## src/sv/srt_pkg.sv

```systemverilog
package srt_pkg;

  localparam int TABLE_ENTRIES  = 64;
  localparam int PROTOCOL_COUNT = 4;
  localparam int MAX_RESULTS    = 64;
  localparam int QUEUE_DEPTH    = 2;

  localparam int IDX_W   = $clog2(TABLE_ENTRIES);
  localparam int CNT_W   = $clog2(TABLE_ENTRIES + 1);
  localparam int K_W     = $clog2(MAX_RESULTS + 1);
  localparam int QP_W    = $clog2(QUEUE_DEPTH);
  localparam int QC_W    = $clog2(QUEUE_DEPTH + 1);
  localparam int OP_W    = 2;
  localparam int PROG_W  = 32;
  localparam int PROTO_W = 4;
  localparam int CORE_W  = 16;
  localparam int PORT_W  = 16;
  localparam int STAT_W  = 3;
  localparam int HIT_W   = 7;
  localparam int ENT_W   = PROG_W + PROTO_W + CORE_W + PORT_W;

  localparam logic [OP_W-1:0] OP_REG      = 2'd0;
  localparam logic [OP_W-1:0] OP_UNREG    = 2'd1;
  localparam logic [OP_W-1:0] OP_LOOK_ONE = 2'd2;
  localparam logic [OP_W-1:0] OP_LOOK_ALL = 2'd3;

  localparam logic [STAT_W-1:0] ST_OK       = 3'd0;
  localparam logic [STAT_W-1:0] ST_DUP      = 3'd1;
  localparam logic [STAT_W-1:0] ST_NOTFOUND = 3'd2;
  localparam logic [STAT_W-1:0] ST_BADPROTO = 3'd3;
  localparam logic [STAT_W-1:0] ST_FULL     = 3'd4;

  typedef struct packed {
    logic [PROG_W-1:0]         prog;
    logic [PROTO_W-1:0]        proto;
    logic signed [CORE_W-1:0]  core;
    logic [PORT_W-1:0]         port;
  } ent_t;

  typedef struct packed {
    logic [OP_W-1:0] op;
    ent_t            ent;
    logic            bad;
  } cmd_t;

endpackage

```

## src/sv/srt_front.sv

```systemverilog
module srt_front (
  input  logic                           clk,
  input  logic                           rst_n,
  input  logic                           start,
  output logic                           busy,
  input  logic [srt_pkg::OP_W-1:0]       in_operation,
  input  logic [srt_pkg::PROG_W-1:0]     in_program_id,
  input  logic [srt_pkg::PROTO_W-1:0]    in_protocol,
  input  logic signed [srt_pkg::CORE_W-1:0] in_core_id,
  input  logic [srt_pkg::PORT_W-1:0]     in_port,
  output logic                           q_vld,
  output srt_pkg::cmd_t                  q_cmd,
  input  logic                           q_pop
);

  srt_pkg::cmd_t                 mem_r [srt_pkg::QUEUE_DEPTH];
  logic [srt_pkg::QP_W-1:0]      wp_r, rp_r;
  logic [srt_pkg::QC_W-1:0]      cnt_r;
  logic                          push, pop;
  srt_pkg::cmd_t                 cmd_in;

  assign busy  = (cnt_r == srt_pkg::QC_W'(srt_pkg::QUEUE_DEPTH));
  assign push  = start && !busy;
  assign q_vld = (cnt_r != '0);
  assign pop   = q_pop && q_vld;
  assign q_cmd = mem_r[rp_r];

  always_comb begin
    cmd_in.op        = in_operation;
    cmd_in.ent.prog  = in_program_id;
    cmd_in.ent.proto = in_protocol;
    cmd_in.ent.core  = in_core_id;
    cmd_in.ent.port  = in_port;
    cmd_in.bad       = (in_operation != srt_pkg::OP_LOOK_ALL) &&
                       ({1'b0, in_protocol} >=
                        (srt_pkg::PROTO_W + 1)'(srt_pkg::PROTOCOL_COUNT));
  end

  always_ff @(posedge clk) begin
    if (push) begin
      mem_r[wp_r] <= cmd_in;
    end
    if (!rst_n) begin
      wp_r  <= '0;
      rp_r  <= '0;
      cnt_r <= '0;
    end else begin
      if (push) wp_r <= wp_r + 1'b1;
      if (pop)  rp_r <= rp_r + 1'b1;
      cnt_r <= cnt_r + srt_pkg::QC_W'(push) - srt_pkg::QC_W'(pop);
    end
  end

endmodule

```

## config.mk

```make
export PLATFORM = sky130hd
export DESIGN_NAME = srt_front
export DESIGN_NICKNAME = d
export VERILOG_FILES = /design/src/sv/srt_pkg.sv /design/src/sv/srt_front.sv
export SDC_FILE = /design/constraint.sdc
export NUM_CORES = 1
export LEC_CHECK = 0
export CAP_MARGIN = 25
export CORE_MARGIN = 2
export CORE_UTILIZATION = 40
export DETAILED_ROUTE_END_ITERATION = 12
export DONT_BUFFER_PORTS = 1
export PLACE_DENSITY = 0.67
export SLEW_MARGIN = 10
export SYNTH_ARGS = -nofsm -noshare
export SYNTH_HDL_FRONTEND = slang
export SYNTH_SLANG_ARGS = --single-unit
export TNS_END_PERCENT = 30
```

## constraint.sdc

```tcl
create_clock -name clk -period 4 [get_ports clk]
set_input_delay 0.2 -clock clk [delete_from_list [all_inputs] [get_ports clk]]
set_output_delay 0.2 -clock clk [all_outputs]
set_load 0.01 [all_outputs]
```

# ---- Word level (Yosys, flattened, before mapping)
# Memories as Yosys holds them, arrays and structs flattened. A register that Yosys moved wholly into a read port is not among the register bits.
# Cells that the tools add are included.
dict set report totals {
  regBits 4
  ramBits 142
  inputBits 74
  out_inout_bits 73
  wordCells 20
  memories 1
}
dict set report op_classes {
  addsub 4
  magnitude_cmp 1
  n_eq_ne 2
  muxes 4
  n_reduce_logical 5
}
# memory depth width read_ports rd_clocked_by_memory_dff write_ports line
set memory_table {}
lappend memory_table {mem_r 2 71 1 1 1 srt_front.sv:16} ;# srt_pkg::cmd_t mem_r [srt_pkg::QUEUE_DEPTH];
# operator n
set ops {}
lappend ops {{4-bit by 3-bit greater-or-equal comparator with 1-bit output, second input constant} 1}
lappend ops {{1-bit two-way mux} 4}
lappend ops {{1-bit logical AND} 3}
lappend ops {{1-bit adder, second input constant} 2}
lappend ops {{2-bit by 1-bit adder with 2-bit output} 1}
lappend ops {{2-bit equality test, second input constant} 1}
lappend ops {{2-bit != test, second input constant} 1}
lappend ops {{2-bit nonzero test} 1}
lappend ops {{2-bit by 1-bit subtractor with 2-bit output} 1}
lappend ops {{1-bit zero test} 1}

# ---- Depth between registers and ports, before layout
dict set report logic_depth {
  ltp_word 5
  depth_mapped 8
  mapped_depth_nobuf 8
}

# ---- Least setup slack after synthesis
# OpenSTA, ideal clock, no wires.
dict set report synth_timing {
  path_type {register to register}
  from {register cnt_r[0] (netlist bit)}
  to {memory mem_r[0][0] (netlist bit), enable pin}
  setup_time_ns 0.500
  arrival_ns 3.545
  required_time_ns 3.500
  path_slack_ns -0.045
  path_stages_with_launch 4
  path_buffers 0
  synth_period_minus_slack_ns 4.045
  cell_sequence {dfxtp_1 > nand2b_1 > nand2_1 > nor2_1}
}
dict set report synth_via {
  elab_chain_len 5
}
# item line
set synth_lines {}
lappend synth_lines {{from (decl)} srt_front.sv:18} ;# logic [srt_pkg::QC_W-1:0] cnt_r;
lappend synth_lines {{from (signal assigned)} srt_front.sv:50} ;# cnt_r <= cnt_r + srt_pkg::QC_W'(push) - srt_pkg::QC_W'(pop);
lappend synth_lines {{2-bit equality test} srt_front.sv:22} ;# assign busy = (cnt_r == srt_pkg::QC_W'(srt_pkg::QUEUE_DEPTH));
lappend synth_lines {{1-bit zero test} srt_front.sv:23} ;# assign push = start && !busy;
lappend synth_lines {{1-bit logical AND} srt_front.sv:23}
lappend synth_lines {{1-bit two-way mux} srt_front.sv:40} ;# if (push) begin
lappend synth_lines {{1-bit two-way mux (not written as such)} srt_front.sv:41} ;# mem_r[wp_r] <= cmd_in;
lappend synth_lines {{to (decl)} srt_front.sv:16}
# No other way between the ends.

==> flow_summary.json <==
{
  "outcome": "finished, final reports clean",
  "crit_slowest_cell": "dfxtp_4",
  "ir_worst_vdd_mv": 0.415,
  "nFillCells": 1109,
  "synth_area_per_cell_um2": 22.9,
  "maxSlewViolCount": 0,
  "drtIter0Drc": 111,
  "avgRoutedWirePerCell_um": 17.2,
  "final.setup.tns_ns": 0,
  "synth_top_flop_cell": "edfxtp_1",
  "vias": 2472,
  "ys_warn_count": 0,
  "path_cells": "buf_4, mux2_2",
  "yosysSeqAreaShare_pct": 76.3,
  "reg2reg_depth": 4,
  "stdcell_area_um2": 7220,
  "synthArstFlopShare_pct": 0,
  "synth_top_area_share_pct": 74.5,
  "grt_usage_pct": 12.3,
  "cts_tree": "built",
  "hold_violations": 0,
  "cp-end-kind": "output pin",
  "p_leak_uw": 0.00259,
  "power.density_nw_per_um2": 685,
  "fp.dieArea_um2": 15300,
  "fmax_mhz": 444,
  "cts_resized": 0,
  "post_dp_cell_area_um2": 5840,
  "synth.distinct_cells": 20,
  "worstMarginPinSlew_ns": 0.995,
  "post-route-period-util_pct": 56.3,
  "rows": 43,
  "cts_buffers": 17,
  "clock_sinks": 147,
  "core_area_um2": 13900,
  "die_height_um": 124,
  "arrival_ns": 2.05,
  "drt-met1-wl_mm": 3.41,
  "synthTopCellsByCount": "edfxtp_1 (142), mux2_4 (70), buf_12 (7)",
  "dieWidth_um": 124,
  "syn-cell-area_um2": 5720,
  "synth_edf_count": 142,
  "pin_count": 147,
  "num_antenna_cells": 0,
  "min_path_cells": 2,
  "required_ns": 3.80,
  "clock_path_buffers": 2,
  "dr.pass1.iters": 4,
  "grt_pass1_wl_mm": 13.3,
  "maxCapViolCount": 0,
  "cp_max_fo": 28,
  "synth_cells": 250,
  "grt-ovfl-total": 0,
  "initial_utilization_pct": 41.1,
  "crit_type": "reg2out",
  "setup_violations": 0,
  "synth_most_common_cell": "edfxtp_1",
  "min_period_ns": 2.25,
  "finClkSkew_ns": 0.00396,
  "cp_num_buf_inv": 1,
  "port_buffers": 0,
  "critPathTopFamily": "flip-flops",
  "wl_met2_mm": 4.65,
  "setup_ws_ns": 1.75,
  "ys_ff_latch": 147,
  "clk_latency_ns": 0.41,
  "grt_max_degree": 72,
  "grt_pass1_vias": 2619,
  "rsz0062_at_grt": "false",
  "multi_input_area_um2": 1210,
  "syn-num-nets": 326,
  "gp_congestion": 0.607,
  "cts_root_buffer": "clkbuf_16",
  "dp_slack_ns": 2.05,
  "nets": 411,
  "crit_cells": 2,
  "drt-vias-per-instance": 4.68,
  "antenna_found_initial": 0,
  "top_layer_used": "met4",
  "clk_pin_slew_ns": 0.05,
  "drive_gt1_share_pct": 30.5,
  "hp-class": "in2reg",
  "htreeDepth": 4,
  "cp-start-kind": "register",
  "final-seq-area_um2": 4370,
  "yosys-top-cells-area": "edfxtp_1 (75%), mux2_4 (18%), buf_12 (2.4%), dfxtp_1 (1.7%), ha_1 (0.44%)",
  "wl_mm": 9.10,
  "drc": 0,
  "area_growth_pct": 26.1,
  "yosys.area.top_type": "edfxtp_1",
  "slew_headroom_pct": 33.7,
  "final_antenna_net_count": 0,
  "wl_met3_um": 862,
  "slowest_delay_ns": 0.70
}
state kept, by name, indices dropped and copies added, names as in the netlist, named ones only:
| register | cells |
|---|---|
| mem_r | 142 |
| rp_r | 1 |
| wp_r | 1 |
| cnt_r | 2 |
path summary, 6_finish.rpt:
| kind | slack, ns | start | to |
|---|---|---|---|
| setup / recovery | 1.75 | register | q_cmd[52] |
| hold / removal | 0.07 | start | wp_r |
| setup reg to reg | 2.07 | cnt_r[0] | mem_r[0][12] |
| hold reg to reg | 0.51 | rp_r | register |
power breakdown:
| group | leakage [uW] | switching, uW | internal [uW] |
|---|---|---|---|
| clock | 0.000314 | 562 | 1200 |
| sequential | 0.00137 | 120 | 1990 |
| combinational | 0.000907 | 536 | 528 |
| total | 0.00259 | 1220 | 3720 |
layout by cell type (no fill, tap or decap):
cell	instances
a21oi_1	1
and2_1	2
and3_4	1
buf_4	3
bufinv_16	6
clkbuf_1	4
clkbuf_16	17
clkbuf_8	2
clkinvlp_4	3
dfxtp_1	4
dfxtp_4	1
dlygate4sd3_1	71
edfxtp_1	142
ha_1	2
inv_1	3
mux2_2	1
mux2_4	70
mux2i_1	1
nand2_1	2
nand2b_1	2
nor2_1	4
nor2_4	1
nor3_1	1
o21a_1	1
or2_2	1
xnor2_1	1
xor2_1	1
layer usage:
metal,track usage (%),vias to the layer above
li1,-,1147
met1,12.3,1214
met2,20.6,97
met3,6.68,14
met4,6.61,0
met5,0,-
worst reg2reg max path: cells and delay by family (launching register included):
kind,cells,cell delay [ns]
DFF,1,0.36
buffers and inverters,1,0.76
and+or+nand+nor,3,0.40
logic make-up (layout without fill, tap and decap cells):
kind of cell	after synthesis	in the layout	synth area share [%]
flops	147	147	76.3
mux	72	72	18.7
simple gates	14	14	1.20
buf+inv	11	109	2.84
fa+ha+maj	2	2	0.437
compound gates	2	2	0.219
xor+xnor	2	2	0.306
stage by stage:
stage               total power, uW  cells  util, %  hold slack, ns
floorplan                      3100    250        -           0.299
finish                         4940    528     51.8          0.0736
global placement               3160    425     41.9           0.299
detailed placement             3170    425     41.9           0.299
global route                   5170    528     51.8          0.0647
CTS                            5030    528     51.8          0.0514
cell type report:
class	count	area share, %
clock buffers	23	6.48
clock inverters	9	2.81
inverters	3	0.156
multi-input cells	92	16.7
flip-flops and latches	147	60.5
well taps	180	3.12
repair buffers	74	10.2
timing repair:
item / in CTS / in global routing
setup buffers: 0 / 0
hold endpoints to repair: 147 / 0
hold buffers: 71 / 0
(Power assumes the default switching activity.)
